File: config.mk
export PLATFORM = sky130hd
export DESIGN_NAME = text_console_cursor_engine_unit
export DESIGN_NICKNAME = d
export VERILOG_FILES = /design/src/rtl/tcce_pkg.sv /design/src/rtl/tcce_step.sv /design/src/rtl/tcce_res_fifo.sv /design/src/rtl/text_console_cursor_engine_unit.sv
export VERILOG_INCLUDE_DIRS = /design/src /design/src/rtl
export SDC_FILE = /design/constraint.sdc
export NUM_CORES = 1
export LEC_CHECK = 0
export ABC_AREA = 1
export BUFFER_PORTS_ARGS = -buffer_cell sky130_fd_sc_hd__buf_4
export CAP_MARGIN = 20
export CELL_PAD_IN_SITES_DETAIL_PLACEMENT = 1
export CELL_PAD_IN_SITES_GLOBAL_PLACEMENT = 2
export CORE_MARGIN = 2
export CORE_UTILIZATION = 27
export CTS_CLUSTER_SIZE = 24
export DETAILED_ROUTE_END_ITERATION = 8
export PLACE_DENSITY = 0.73
export SLEW_MARGIN = 5
export SYNTH_ARGS = -nofsm -noshare
export SYNTH_HDL_FRONTEND = slang
export SYNTH_SLANG_ARGS = --single-unit
File: constraint.sdc
create_clock -name i_clk -period 4.3 [get_ports i_clk]
set_input_delay 0.86 -clock i_clk [delete_from_list [all_inputs] [get_ports i_clk]]
set_output_delay 0.86 -clock i_clk [all_outputs]
set_load 0.05 [all_outputs]
File: src/rtl/assert_macros.svh
// Assertion helper macros shared by the console cursor RTL.
// Clocked, reset-qualified property checks; no other dependencies.
`ifndef ASSERT_MACROS_SVH
`define ASSERT_MACROS_SVH

// Check a property on every rising clock edge outside reset.
`define ASSERT_CLK(lbl, clk, rst_n, prop, msg) \
    lbl: assert property (@(posedge clk) disable iff (!rst_n) (prop)) else $error(msg);

// Check that a condition never holds outside reset.
`define ASSERT_NEVER(lbl, clk, rst_n, expr, msg) \
    lbl: assert property (@(posedge clk) disable iff (!rst_n) !(expr)) else $error(msg);

`endif

File: src/rtl/tcce_pkg.sv
// Shared types, codes and constants of the text console cursor engine.
// No dependencies; imported by every module of the block.
`timescale 1ns / 1ps

package tcce_pkg;

    localparam int COLUMNS_DEF  = 80;
    localparam int ROWS_DEF     = 25;
    localparam int RES_Q_DEPTH  = 4;

    localparam logic [7:0]  FORE_RST   = 8'd5;
    localparam logic [7:0]  BACK_RST   = 8'd0;
    localparam logic [15:0] PERIOD_RST = 16'd500;

    localparam logic [7:0] CH_NEWLINE = 8'd10;
    localparam logic [7:0] CH_RETURN  = 8'd13;
    localparam logic [7:0] CH_TAB     = 8'd9;
    localparam logic [7:0] CH_BACKSP  = 8'd8;
    localparam logic [7:0] CH_SPACE   = 8'd32;

    typedef enum logic [2:0] {
        ACT_PUT    = 3'd0,
        ACT_SETPOS = 3'd1,
        ACT_TICK   = 3'd2,
        ACT_SETVIS = 3'd3,
        ACT_CLEAR  = 3'd4,
        ACT_REDRAW = 3'd5
    } t_action;

    typedef enum logic [2:0] {
        CMD_GLYPH     = 3'd0,
        CMD_SCROLL    = 3'd1,
        CMD_UNDERLINE = 3'd2,
        CMD_ERASE     = 3'd3,
        CMD_CLEAR     = 3'd4
    } t_command;

    typedef enum logic [1:0] {
        REG_FORE   = 2'd0,
        REG_BACK   = 2'd1,
        REG_PERIOD = 2'd2
    } t_reg_idx;

    typedef struct packed {
        t_action    action;
        logic [7:0] char_code;
        logic [7:0] col_value;
        logic [7:0] row_value;
        logic       visible_flag;
    } t_item;

    typedef struct packed {
        t_command   command;
        logic [7:0] cell_col;
        logic [6:0] cell_row;
        logic [7:0] glyph_code;
        logic [7:0] fore_out;
        logic [7:0] back_out;
        logic       last_of_run;
    } t_result;

    typedef struct packed {
        logic [7:0]  col;
        logic [6:0]  row;
        logic        shown;
        logic        phase;
        logic [15:0] ticks;
    } t_cursor;

    typedef struct packed {
        logic [7:0]  fore;
        logic [7:0]  back;
        logic [15:0] period;
    } t_cfg;

    function automatic t_result make_res(t_command cmd, logic [7:0] col, logic [6:0] row,
                                         logic [7:0] glyph, logic [7:0] fore,
                                         logic [7:0] back);
        t_result r;
        r.command     = cmd;
        r.cell_col    = col;
        r.cell_row    = row;
        r.glyph_code  = glyph;
        r.fore_out    = fore;
        r.back_out    = back;
        r.last_of_run = 1'b1;
        return r;
    endfunction

endpackage

File: src/rtl/tcce_step.sv
// Single-pass cursor update: next cursor state and up to two draw commands.
// Pure combinational logic; depends on tcce_pkg.
`timescale 1ns / 1ps

module tcce_step
    import tcce_pkg::*;
#(
    parameter int COLUMNS = COLUMNS_DEF,
    parameter int ROWS    = ROWS_DEF
) (
    input  t_item      i_item,
    input  t_cursor    i_cur,
    input  t_cfg       i_cfg,
    output t_cursor    o_cur,
    output t_result    o_res0,
    output t_result    o_res1,
    output logic [1:0] o_res_cnt
);

    localparam logic [8:0] COLS9    = 9'(COLUMNS);
    localparam logic [7:0] ROWS8    = 8'(ROWS);
    localparam logic [6:0] ROW_LAST = 7'(ROWS - 1);

    logic [8:0]  col_p1;
    logic [8:0]  tab_col;
    logic [7:0]  row_p1;
    logic        wrap_row;
    logic [6:0]  nl_row;
    logic [15:0] tick_cnt;
    t_result     scroll_res;

    always_comb begin
        col_p1     = {1'b0, i_cur.col} + 9'd1;
        tab_col    = ({1'b0, i_cur.col} + 9'd4) & ~9'd3;
        row_p1     = {1'b0, i_cur.row} + 8'd1;
        wrap_row   = (row_p1 >= ROWS8);
        nl_row     = wrap_row ? ROW_LAST : row_p1[6:0];
        tick_cnt   = (i_cur.ticks == 16'hFFFF) ? i_cur.ticks : i_cur.ticks + 16'd1;
        scroll_res = make_res(CMD_SCROLL, 8'd0, ROW_LAST, 8'd0, 8'd0, i_cfg.back);
    end

    always_comb begin
        o_cur     = i_cur;
        o_res0    = '0;
        o_res1    = '0;
        o_res_cnt = 2'd0;
        unique case (i_item.action)
            ACT_PUT: begin
                priority if (i_item.char_code == CH_NEWLINE) begin
                    o_cur.col = 8'd0;
                    o_cur.row = nl_row;
                    if (wrap_row) begin
                        o_res0    = scroll_res;
                        o_res_cnt = 2'd1;
                    end
                end else if (i_item.char_code == CH_RETURN) begin
                    o_cur.col = 8'd0;
                end else if (i_item.char_code == CH_TAB) begin
                    if (tab_col >= COLS9) begin
                        o_cur.col = 8'd0;
                        o_cur.row = nl_row;
                        if (wrap_row) begin
                            o_res0    = scroll_res;
                            o_res_cnt = 2'd1;
                        end
                    end else begin
                        o_cur.col = tab_col[7:0];
                    end
                end else if (i_item.char_code == CH_BACKSP) begin
                    if (i_cur.col != 8'd0) begin
                        o_cur.col = i_cur.col - 8'd1;
                        o_res0    = make_res(CMD_GLYPH, i_cur.col - 8'd1, i_cur.row,
                                             CH_SPACE, i_cfg.fore, i_cfg.back);
                        o_res_cnt = 2'd1;
                    end
                end else begin
                    o_res0    = make_res(CMD_GLYPH, i_cur.col, i_cur.row,
                                         i_item.char_code, i_cfg.fore, i_cfg.back);
                    o_res_cnt = 2'd1;
                    if (col_p1 >= COLS9) begin
                        o_cur.col = 8'd0;
                        o_cur.row = nl_row;
                        if (wrap_row) begin
                            // glyph then scroll: glyph is no longer the last word
                            o_res0.last_of_run = 1'b0;
                            o_res1             = scroll_res;
                            o_res_cnt          = 2'd2;
                        end
                    end else begin
                        o_cur.col = col_p1[7:0];
                    end
                end
            end
            ACT_SETPOS: begin
                if ({1'b0, i_item.col_value} < COLS9) begin
                    o_cur.col = i_item.col_value;
                end
                if (i_item.row_value < ROWS8) begin
                    o_cur.row = i_item.row_value[6:0];
                end
            end
            ACT_TICK: begin
                o_cur.ticks = tick_cnt;
                if (i_cur.shown && (tick_cnt >= i_cfg.period)) begin
                    o_cur.phase = ~i_cur.phase;
                    o_cur.ticks = 16'd0;
                    o_res_cnt   = 2'd1;
                    if (!i_cur.phase) begin
                        o_res0 = make_res(CMD_UNDERLINE, i_cur.col, i_cur.row, 8'd0,
                                          i_cfg.fore, 8'd0);
                    end else begin
                        o_res0 = make_res(CMD_ERASE, i_cur.col, i_cur.row, 8'd0,
                                          8'd0, i_cfg.back);
                    end
                end
            end
            ACT_SETVIS: begin
                o_cur.shown = i_item.visible_flag;
                if (!i_item.visible_flag) begin
                    o_res0    = make_res(CMD_ERASE, i_cur.col, i_cur.row, 8'd0,
                                         8'd0, i_cfg.back);
                    o_res_cnt = 2'd1;
                end
            end
            ACT_CLEAR: begin
                o_cur.col = 8'd0;
                o_cur.row = 7'd0;
                o_res0    = make_res(CMD_CLEAR, 8'd0, 7'd0, 8'd0, 8'd0, i_cfg.back);
                o_res_cnt = 2'd1;
            end
            ACT_REDRAW: begin
                if (i_cur.shown && i_cur.phase) begin
                    o_res0    = make_res(CMD_UNDERLINE, i_cur.col, i_cur.row, 8'd0,
                                         i_cfg.fore, 8'd0);
                    o_res_cnt = 2'd1;
                end
            end
            default: begin
                // unused action codes: no change, no word
            end
        endcase
    end

endmodule

File: src/rtl/tcce_res_fifo.sv
// Small result queue: takes zero, one or two words per cycle, gives one while i_ready is high.
// Register array with head/tail pointers; depends on tcce_pkg and assert_macros.svh.
`timescale 1ns / 1ps
`include "assert_macros.svh"

module tcce_res_fifo
    import tcce_pkg::*;
#(
    parameter int DEPTH = RES_Q_DEPTH
) (
    input  logic       i_clk,
    input  logic       i_rst_n,
    input  logic [1:0] i_push_cnt,
    input  t_result    i_data0,
    input  t_result    i_data1,
    output logic       o_room2,
    output logic       o_valid,
    output t_result    o_data,
    input  logic       i_ready
);

    localparam int PW = $clog2(DEPTH);
    localparam int CW = $clog2(DEPTH + 1);

    t_result        r_mem [DEPTH];
    logic [PW-1:0]  r_wr_ptr, n_wr_ptr;
    logic [PW-1:0]  r_rd_ptr, n_rd_ptr;
    logic [CW-1:0]  r_count, n_count;
    logic [PW-1:0]  wr_ptr1;
    logic           pop;

    assign pop     = o_valid && i_ready;
    assign o_valid = (r_count != '0);
    assign o_room2 = (r_count <= CW'(DEPTH - 2));
    assign wr_ptr1 = PW'(r_wr_ptr + PW'(1));

    always_comb begin
        n_wr_ptr = PW'(r_wr_ptr + PW'(i_push_cnt));
        n_rd_ptr = pop ? PW'(r_rd_ptr + PW'(1)) : r_rd_ptr;
        n_count  = CW'(r_count + CW'(i_push_cnt) - CW'(pop));
    end

    always_ff @(posedge i_clk) begin
        if (!i_rst_n) begin
            r_wr_ptr <= '0;
            r_rd_ptr <= '0;
            r_count  <= '0;
        end else begin
            r_wr_ptr <= n_wr_ptr;
            r_rd_ptr <= n_rd_ptr;
            r_count  <= n_count;
        end
    end

    always_ff @(posedge i_clk) begin
        if (i_push_cnt != 2'd0) begin
            r_mem[r_wr_ptr] <= i_data0;
        end
        if (i_push_cnt == 2'd2) begin
            r_mem[wr_ptr1] <= i_data1;
        end
    end

    assign o_data = r_mem[r_rd_ptr];

    `ASSERT_NEVER(a_count_bound, i_clk, i_rst_n, r_count > CW'(DEPTH), "result queue overfull")
    `ASSERT_NEVER(a_push_room, i_clk, i_rst_n, (i_push_cnt != 2'd0) && !o_room2, "push without room")
    `ASSERT_CLK(a_drain_last, i_clk, i_rst_n, (r_count == CW'(1)) && pop && (i_push_cnt == 2'd0) |=> !o_valid, "queue not empty after last pop")

endmodule

File: src/rtl/text_console_cursor_engine_unit.sv
// Channel      Dir  Payload (low bit first)                          Handshake
// s_axis       in   tuser: action; tdata: char, col, row, visible     tvalid/tready
// m_axis       out  tuser: command; tdata: col, row, glyph, fore, back; tlast  tvalid/tready
// apb          in   fore 0x0, back 0x4, blink period 0x8              psel/penable, pready=1
//
// An input word waits in the input register until the queue has room, then the step
// logic updates the cursor and pushes its draw words into a four-entry result queue.
// A word goes through the input register and then the result queue; one word is accepted
// per cycle while the queue holds at most two words, so the output port bounds throughput.
// Reset is synchronous and active low; it restores the cursor and registers.
// Output stalls hold the queue; the input stalls only when the queue lacks room.
// Top level of the text console cursor engine; uses tcce_pkg, tcce_step,
// tcce_res_fifo and assert_macros.svh.
`timescale 1ns / 1ps
`include "assert_macros.svh"

module text_console_cursor_engine_unit
    import tcce_pkg::*;
#(
    parameter int COLUMNS = COLUMNS_DEF,
    parameter int ROWS    = ROWS_DEF
) (
    input  logic        i_clk,
    input  logic        i_rst_n,
    input  logic        i_s_axis_tvalid,
    output logic        o_s_axis_tready,
    input  logic [31:0] i_s_axis_tdata,  // char_code, col_value, row_value, visible_flag
    input  logic [2:0]  i_s_axis_tuser,  // action
    output logic        o_m_axis_tvalid,
    input  logic        i_m_axis_tready,
    output logic [39:0] o_m_axis_tdata,  // cell_col, cell_row, glyph_code, fore_out, back_out
    output logic [2:0]  o_m_axis_tuser,  // command
    output logic        o_m_axis_tlast,  // last_of_run
    input  logic        psel,
    input  logic        penable,
    input  logic        pwrite,
    input  logic [3:0]  paddr,
    input  logic [31:0] pwdata,
    output logic [31:0] prdata,
    output logic        pready
);

    t_cursor    r_cur;
    t_cfg       r_cfg;
    logic       r_in_valid;
    t_item      r_item;
    t_cursor    step_cur;
    t_result    step_res0, step_res1;
    logic [1:0] step_cnt;
    logic       room2;
    logic       do_step;
    logic       in_take;
    logic       cfg_wr;
    t_reg_idx   reg_idx;
    t_result    out_res;

    assign pready  = 1'b1;
    assign cfg_wr  = psel && penable && pwrite;
    assign reg_idx = t_reg_idx'(paddr[3:2]);

    assign do_step         = r_in_valid && room2;
    assign o_s_axis_tready = !r_in_valid || room2;
    assign in_take         = i_s_axis_tvalid && o_s_axis_tready;

    always_ff @(posedge i_clk) begin
        if (!i_rst_n) begin
            r_cfg.fore   <= FORE_RST;
            r_cfg.back   <= BACK_RST;
            r_cfg.period <= PERIOD_RST;
        end else if (cfg_wr) begin
            unique case (reg_idx)
                REG_FORE:   r_cfg.fore   <= pwdata[7:0];
                REG_BACK:   r_cfg.back   <= pwdata[7:0];
                REG_PERIOD: r_cfg.period <= pwdata[15:0];
                default: begin
                    // unmapped address: drop the write
                end
            endcase
        end
    end

    always_comb begin
        unique case (reg_idx)
            REG_FORE:   prdata = {24'd0, r_cfg.fore};
            REG_BACK:   prdata = {24'd0, r_cfg.back};
            REG_PERIOD: prdata = {16'd0, r_cfg.period};
            default:    prdata = 32'd0;
        endcase
    end

    always_ff @(posedge i_clk) begin
        if (!i_rst_n) begin
            r_in_valid <= 1'b0;
        end else if (in_take) begin
            r_in_valid <= 1'b1;
        end else if (do_step) begin
            r_in_valid <= 1'b0;
        end
    end

    always_ff @(posedge i_clk) begin
        if (in_take) begin
            r_item.action       <= t_action'(i_s_axis_tuser);
            r_item.char_code    <= i_s_axis_tdata[7:0];
            r_item.col_value    <= i_s_axis_tdata[15:8];
            r_item.row_value    <= i_s_axis_tdata[23:16];
            r_item.visible_flag <= i_s_axis_tdata[24];
        end
    end

    always_ff @(posedge i_clk) begin
        if (!i_rst_n) begin
            r_cur.col   <= 8'd0;
            r_cur.row   <= 7'd0;
            r_cur.shown <= 1'b1;
            r_cur.phase <= 1'b1;
            r_cur.ticks <= 16'd0;
        end else if (do_step) begin
            r_cur <= step_cur;
        end
    end

    tcce_step #(
        .COLUMNS (COLUMNS),
        .ROWS    (ROWS)
    ) u_step (
        .i_item    (r_item),
        .i_cur     (r_cur),
        .i_cfg     (r_cfg),
        .o_cur     (step_cur),
        .o_res0    (step_res0),
        .o_res1    (step_res1),
        .o_res_cnt (step_cnt)
    );

    tcce_res_fifo #(
        .DEPTH (RES_Q_DEPTH)
    ) u_res_q (
        .i_clk      (i_clk),
        .i_rst_n    (i_rst_n),
        .i_push_cnt (do_step ? step_cnt : 2'd0),
        .i_data0    (step_res0),
        .i_data1    (step_res1),
        .o_room2    (room2),
        .o_valid    (o_m_axis_tvalid),
        .o_data     (out_res),
        .i_ready    (i_m_axis_tready)
    );

    assign o_m_axis_tuser = out_res.command;
    assign o_m_axis_tlast = out_res.last_of_run;
    assign o_m_axis_tdata = {1'b0, out_res.back_out, out_res.fore_out, out_res.glyph_code,
                             out_res.cell_row, out_res.cell_col};

    `ASSERT_NEVER(a_col_range, i_clk, i_rst_n, {1'b0, r_cur.col} >= 9'(COLUMNS), "cursor column out of range")
    `ASSERT_NEVER(a_row_range, i_clk, i_rst_n, {1'b0, r_cur.row} >= 8'(ROWS), "cursor row out of range")
    `ASSERT_CLK(a_hold_item, i_clk, i_rst_n, r_in_valid && !room2 |=> r_in_valid && $stable(r_item), "pending word lost")

endmodule

[Word-level counts from Yosys, hierarchy flattened]
Memory sizes are Yosys's and may differ from the RTL's. A register that Yosys moved wholly into a read port is not among the register bits.
Cells that the tools add are included.
Operators by class
  muxes and demuxes: 60
  divide/modulo/power cells: 0
  $add $sub $neg: 10
  bitwise gates (word level): 1
  $lt $le $gt $ge: 7
  shifts and indexed selects: 0
  reductions and logical operators: 24
  equality and inequality tests: 20
  multipliers: 0
Operator list (number)
  two-way mux 43 bit: 9
  case mux 43 bit (5 select lines): 1
  two-way mux 42 bit: 3
  two-way mux 41 bit: 3
  two-way mux 40 bit: 2
  two-way mux 8 bit: 6
  case mux 16 bit (3 select lines): 1
  case mux 15 bit (3 select lines): 1
  two-way mux 7 bit: 6
  equality test 8 x 4 -> 1 bit (second input constant): 4
  two-way mux 16 bit: 2
  two-way mux 15 bit: 2
  >= comparator 9 x 7 -> 1 bit (second input constant): 2
  two-way mux 2 bit: 9
  adder 16 x 1 -> 16 bit (second input constant): 1
  equality test 16 bit (second input constant): 1
  >= comparator 16 bit: 1
  two-way mux 1 bit: 14
  case mux 2 bit (5 select lines): 1
  AND reduction 2 bit: 5
  adder 8 x 1 -> 9 bit (second input constant): 1
  adder 8 x 3 -> 9 bit (second input constant): 1
  adder 7 x 1 -> 8 bit (second input constant): 1
  >= comparator 8 x 5 -> 1 bit (second input constant): 1
  other kinds (31): 44
Storage, ports and cells
  register bits: 101
  latch bits: 0
  bits in writable memories: 172
  bits in read-only memories: 0
  logic and storage cells: 140
  bits of input ports: 78
  memories: 1
Memories
  u_res_q.r_mem: depth 4, bits a word 43, read ports 1, clocked after Yosys merged registers in 1, wr ports 2, RTL line tcce_res_fifo.sv:25  | t_result r_mem [DEPTH];

[Logic depth before layout (Yosys ltp)]
  depth in word-level cells: 13
  depth in mapped cells: 33
  mapped depth without buffers: 33

[Hierarchy]
From an unflattened synthesis, not the netlist that was laid out.
Second synthesis, totals
  cells, all modules: 1984
  area, all modules: 15884.0 um^2
Modules (own cells, without submodules)
  tcce_res_fifo: area each 8783.4 um^2, cells an instance 910, times used 1, seq. area each 5345.1 um^2
  text_console_cursor_engine_unit: area each 3707.3 um^2, cells an instance 443, times used 1, seq. area each 2162.1 um^2
  tcce_step: area each 3393.3 um^2, cells an instance 631, times used 1, seq. area each 0.0 um^2

[Least setup slack after synthesis]
Ideal clock, no wire load.
  path type: reg-to-reg
  start point: register r_cur[0] (netlist name)
  end point: register u_res_q.r_count[2]
  period minus slack after synthesis: 3938 ps
  arrival time: 3811 ps
  setup time: 128 ps
  path slack: 362 ps
  buffers on the path: 0
  cell stages (with the launch flop): 32
  path through: dfxtp_1 > ha_1 > nand2_1 > inv_1 > nand2_1 > nor2_1 > inv_1 > nor3_1 > nand3_1 > nand2_1 > nor2_1 > nand3_1 > xnor2_1 > ha_1 > nand2_1 > o21a_1 > nand2_1 > nand2_1 > nand3_1 > nand3_1 > nand2_1 > nor2_1 > nand2_2 > nand2_4 > ha_1 > inv_1 > ha_1 > inv_1 > fa_1 > xor2_1 > inv_1 > nor2_1
Between the ends
  longest elaborated chain between the ends: 9
  elaborated cells on any way between the ends: 10
  those cells by class: add/sub (3); order compare (1); eq/ne (1); mux (4); reduce/logical (1)
Ends and longest elaborated chain
  from (decl): RTL line text_console_cursor_engine_unit.sv:43  | t_cursor r_cur;
  from (signal assigned): RTL line text_console_cursor_engine_unit.sv:119  | r_cur <= step_cur;
  adder 16 x 1 -> 16 bit or equality test 16 bit (tied branches): RTL line tcce_step.sv:38  | tick_cnt = (i_cur.ticks == 16'hFFFF) ? i_cur.ticks : i_cur.ticks + 16'd1;
  two-way mux 16 bit (*): RTL line tcce_step.sv:38
  >= comparator 16 bit (*): RTL line tcce_step.sv:104  | if (i_cur.shown && (tick_cnt >= i_cfg.period)) begin
  logical AND 1 bit (*): RTL line tcce_step.sv:104
  two-way mux 1 bit (*): RTL line tcce_step.sv:104
  case mux 2 bit (5 select lines) (*): RTL line tcce_step.sv:47  | unique case (i_item.action)
  two-way mux 2 bit (*): RTL line text_console_cursor_engine_unit.sv:141  | .i_push_cnt (do_step ? step_cnt : 2'd0),
  adder 3 x 2 -> 3 bit (*): RTL line tcce_res_fifo.sv:40  | n_count = CW'(r_count + CW'(i_push_cnt) - CW'(pop));
  subtractor 3 x 1 -> 3 bit (*): RTL line tcce_res_fifo.sv:40
  to (signal assigned): RTL line tcce_res_fifo.sv:51  | r_count <= n_count;
  to (decl): RTL line tcce_res_fifo.sv:28  | logic [CW-1:0] r_count, n_count;
Every way passes the cells marked *; elsewhere a longest branch is shown, timed or not.
A chain may end at the register's enable or synchronous reset.

==> flow_metrics.tcl <==
set metrics [dict create \
    synthFlopType "dfxtp_1" \
    max_slew.worst_pin.slew_ns 1.03 \
    p_leak_nw 7.76 \
    post_synth_num_cell_types 55 \
    n_antenna_cell 0 \
    wirelength_um 51100 \
    grt_pass1_wl_um 79900 \
    wl_per_cell_um 18.3 \
    cts-hold-fix-buffers 0 \
    relSlewSlack_pct 30.4 \
    die_y_um 236 \
    clock_skew_ns 0.0230 \
    synth_area_leaders "dfxtp_1 (27%), edfxtp_1 (16%), nand2_1 (9.1%), nor2_1 (7.9%), a21oi_1 (7.1%)" \
    power_w 0.00940 \
    cp_top_family "simple AND/OR/NAND/NOR gates" \
    multi_input_area_um2 7130 \
    finalSetupViolations 0 \
    ios 157 \
    hold_violations 0 \
    peakVddDrop_mv 0.234 \
    grt-ovfl-total 0 \
    grt_usage_pct 18.0 \
    place_hpwl_um 34000 \
    insertion_delay_ns 0.56 \
    netlist_area_um2 14500 \
    ys_ff_latch 275 \
    drv_slew 0 \
    drive_gt1_share_pct 15.3 \
    crit_buf_inv 8 \
    path_common_cell "nand3_2" \
    max_stage_delay_ns 0.35 \
    initial_core_util_pct 27.4 \
    final_core_util_pct 33.1 \
    hp-class "register to register" \
    htree_levels 2 \
    nets 2182 \
    final-seq-area_um2 6270 \
    grt_pass1_vias 14000 \
    startpoint_type "register" \
    crit_path_top_delay_cell "dfxtp_2" \
    drt-initial-drc-count 626 \
    synth_edf_count 76 \
    holdWs_ns 0.475 \
    cts_root_buf "clkbuf_16" \
    yosysWarnings 0 \
    synth.top_cell.area_share_pct 27.5 \
    cellPowerDensity_nw_per_um2 536 \
    drc_errors 0 \
    die_w_um 236 \
    cts_buffers 36 \
    row_count 84 \
    synthArstFlopShare_pct 0 \
    yosysTopAreaCell "dfxtp_1" \
    numClockSinks 275 \
    drtPass1Iterations 5 \
    grt_antenna_before_repair 0 \
    clkTransAtPathRegs_ns 0.06 \
    via_per_inst 4.92 \
    endpoint_kind "register" \
    area_growth_pct 20.8 \
    cts_buffer_depth 3 \
    ant_nets 0 \
    fin_crit_ns 4.01 \
    grt_start_max_net_pins 83 \
    arrival_ns 4.45 \
    outcome "completed" \
    synth_cells 1973 \
    cts_tree "yes" \
    core_um2 52900 \
    fmax_ghz 0.249 \
    min_period_over_period_pct 93.3 \
    synth_area_per_cell_um2 7.35 \
    via_count 13700 \
    portBuffers 113 \
    gp_congestion 0.809 \
    synth_seq_area_share_pct 43.2 \
    dieArea_um2 55600 \
    nFillCells 6412 \
    worstPathMaxFanout 35 \
    cap_violations 0 \
    setup.worst_path.class "register to register" \
    cp.required_ns 4.74 \
]
[metrics by stage]
step / TNS [ns] / std cells / setup slack [ns] / cell area, µm²
floorplan: 0 / 1989 / 0.362 / 14600
global placement: -0.343 / 2717 / -0.0847 / 16100
detailed placement: -0.551 / 2717 / -0.0696 / 16100
CTS: 0 / 2782 / 0.00393 / 17300
global route: -1.05 / 2789 / -0.0473 / 17500
finish: 0 / 2789 / 0.288 / 17500
[area by class of cell]
cell class / count / share of cell area (%)
multi-input cells: 1430 / 40.7
flip-flops and latches: 275 / 35.8
repair buffers: 186 / 8.91
clock buffers: 52 / 6.01
well taps: 688 / 4.91
inverters: 146 / 3.13
clock inverters: 12 / 0.550
[worst min-delay path: stages, from the launching register on]
cell	delay, ns
dfxtp_1	0.32
a21oi_1	0.04
nor2_1	0.08
[synth_stat cells (9+ instances only)]
cell,count
o21ai_0,161
nand3_1,193
buf_4,26
ha_1,28
inv_1,134
dfxtp_1,199
clkbuf_1,72
o22ai_1,39
nor2_1,307
edfxtp_1,76
buf_2,9
nor3_1,12
a21oi_1,205
nand2_1,352
inv_2,10
buf_6,22
[registers in the layout (all words and copies together) (netlist names), named ones only]
signal / count
r_cfg: 32
u_res_q.r_count: 3
u_res_q.r_wr_ptr: 2
r_item: 28
r_in_valid: 1
u_res_q.r_mem: 172
u_res_q.r_rd_ptr: 2
r_cur: 33
[report_power, final]
| group | leakage (nW) | internal [W] | total, W | switching, W |
|---|---|---|---|---|
| clock | 0.558 | 0.00176 | 0.00296 | 0.00120 |
| sequential | 2.31 | 0.00303 | 0.00324 | 0.000205 |
| combinational | 4.90 | 0.000922 | 0.00320 | 0.00228 |
| total | 7.76 | 0.00572 | 0.00940 | 0.00368 |
[per-layer routing]
| layer | track usage (%) | vias up | part of all wire (%) |
|---|---|---|---|
| met5 | 0 | - | 0 |
| met4 | 5.39 | 0 | 2.3 |
| met3 | 2.59 | 65 | 4.1 |
| met2 | 29.9 | 242 | 46 |
| met1 | 24.2 | 6625 | 47 |
| li1 | - | 6779 | - |
[timing repair]
item                                    in CTS  in global routing
endpoints found under the setup margin      26                183
pin swaps                                    2                 20
buffers inserted                             1                  6
resized for setup                            7                 40
[final timing paths]
kind / startpoint / to / slack, ns / cells after the start
setup / recovery: r_cur[0] / u_res_q.r_mem[1][34] / 0.29 / 29
hold / removal: u_res_q.r_mem[3][30] / u_res_q.r_mem[3][30] / 0.47 / 2
setup reg to reg: r_cur[0] / u_res_q.r_mem[1][34] / 0.29 / 29
hold reg to reg: u_res_q.r_mem[3][30] / u_res_q.r_mem[3][30] / 0.47 / 2
[logic make-up (layout without fill, tap and decap cells)]
family / count (synthesis) / after routing / share of synthesized area (%)
compound gates: 466 / 466 / 17.7
xor+xnor: 17 / 17 / 1.08
buf+inv: 284 / 396 / 9.35
fa+ha+maj: 29 / 29 / 2.55
other cells: 2 / 18 / 0.0518
simple gates: 900 / 900 / 26.1
flops: 275 / 275 / 43.2
[layout by cell type, fill, tap and decap left out, types with 10 or more instances in the layout]
master	count
nand3_1	188
nand2_2	10
nor2_2	12
edfxtp_1	76
o21ai_0	157
inv_2	16
nand2_1	349
a21oi_1	202
inv_1	127
ha_1	25
nor2_1	298
buf_4	174
dfxtp_1	196
buf_12	10
conb_1	18
o22ai_1	39
clkbuf_16	38
Power figures use the tool's default switching activity.
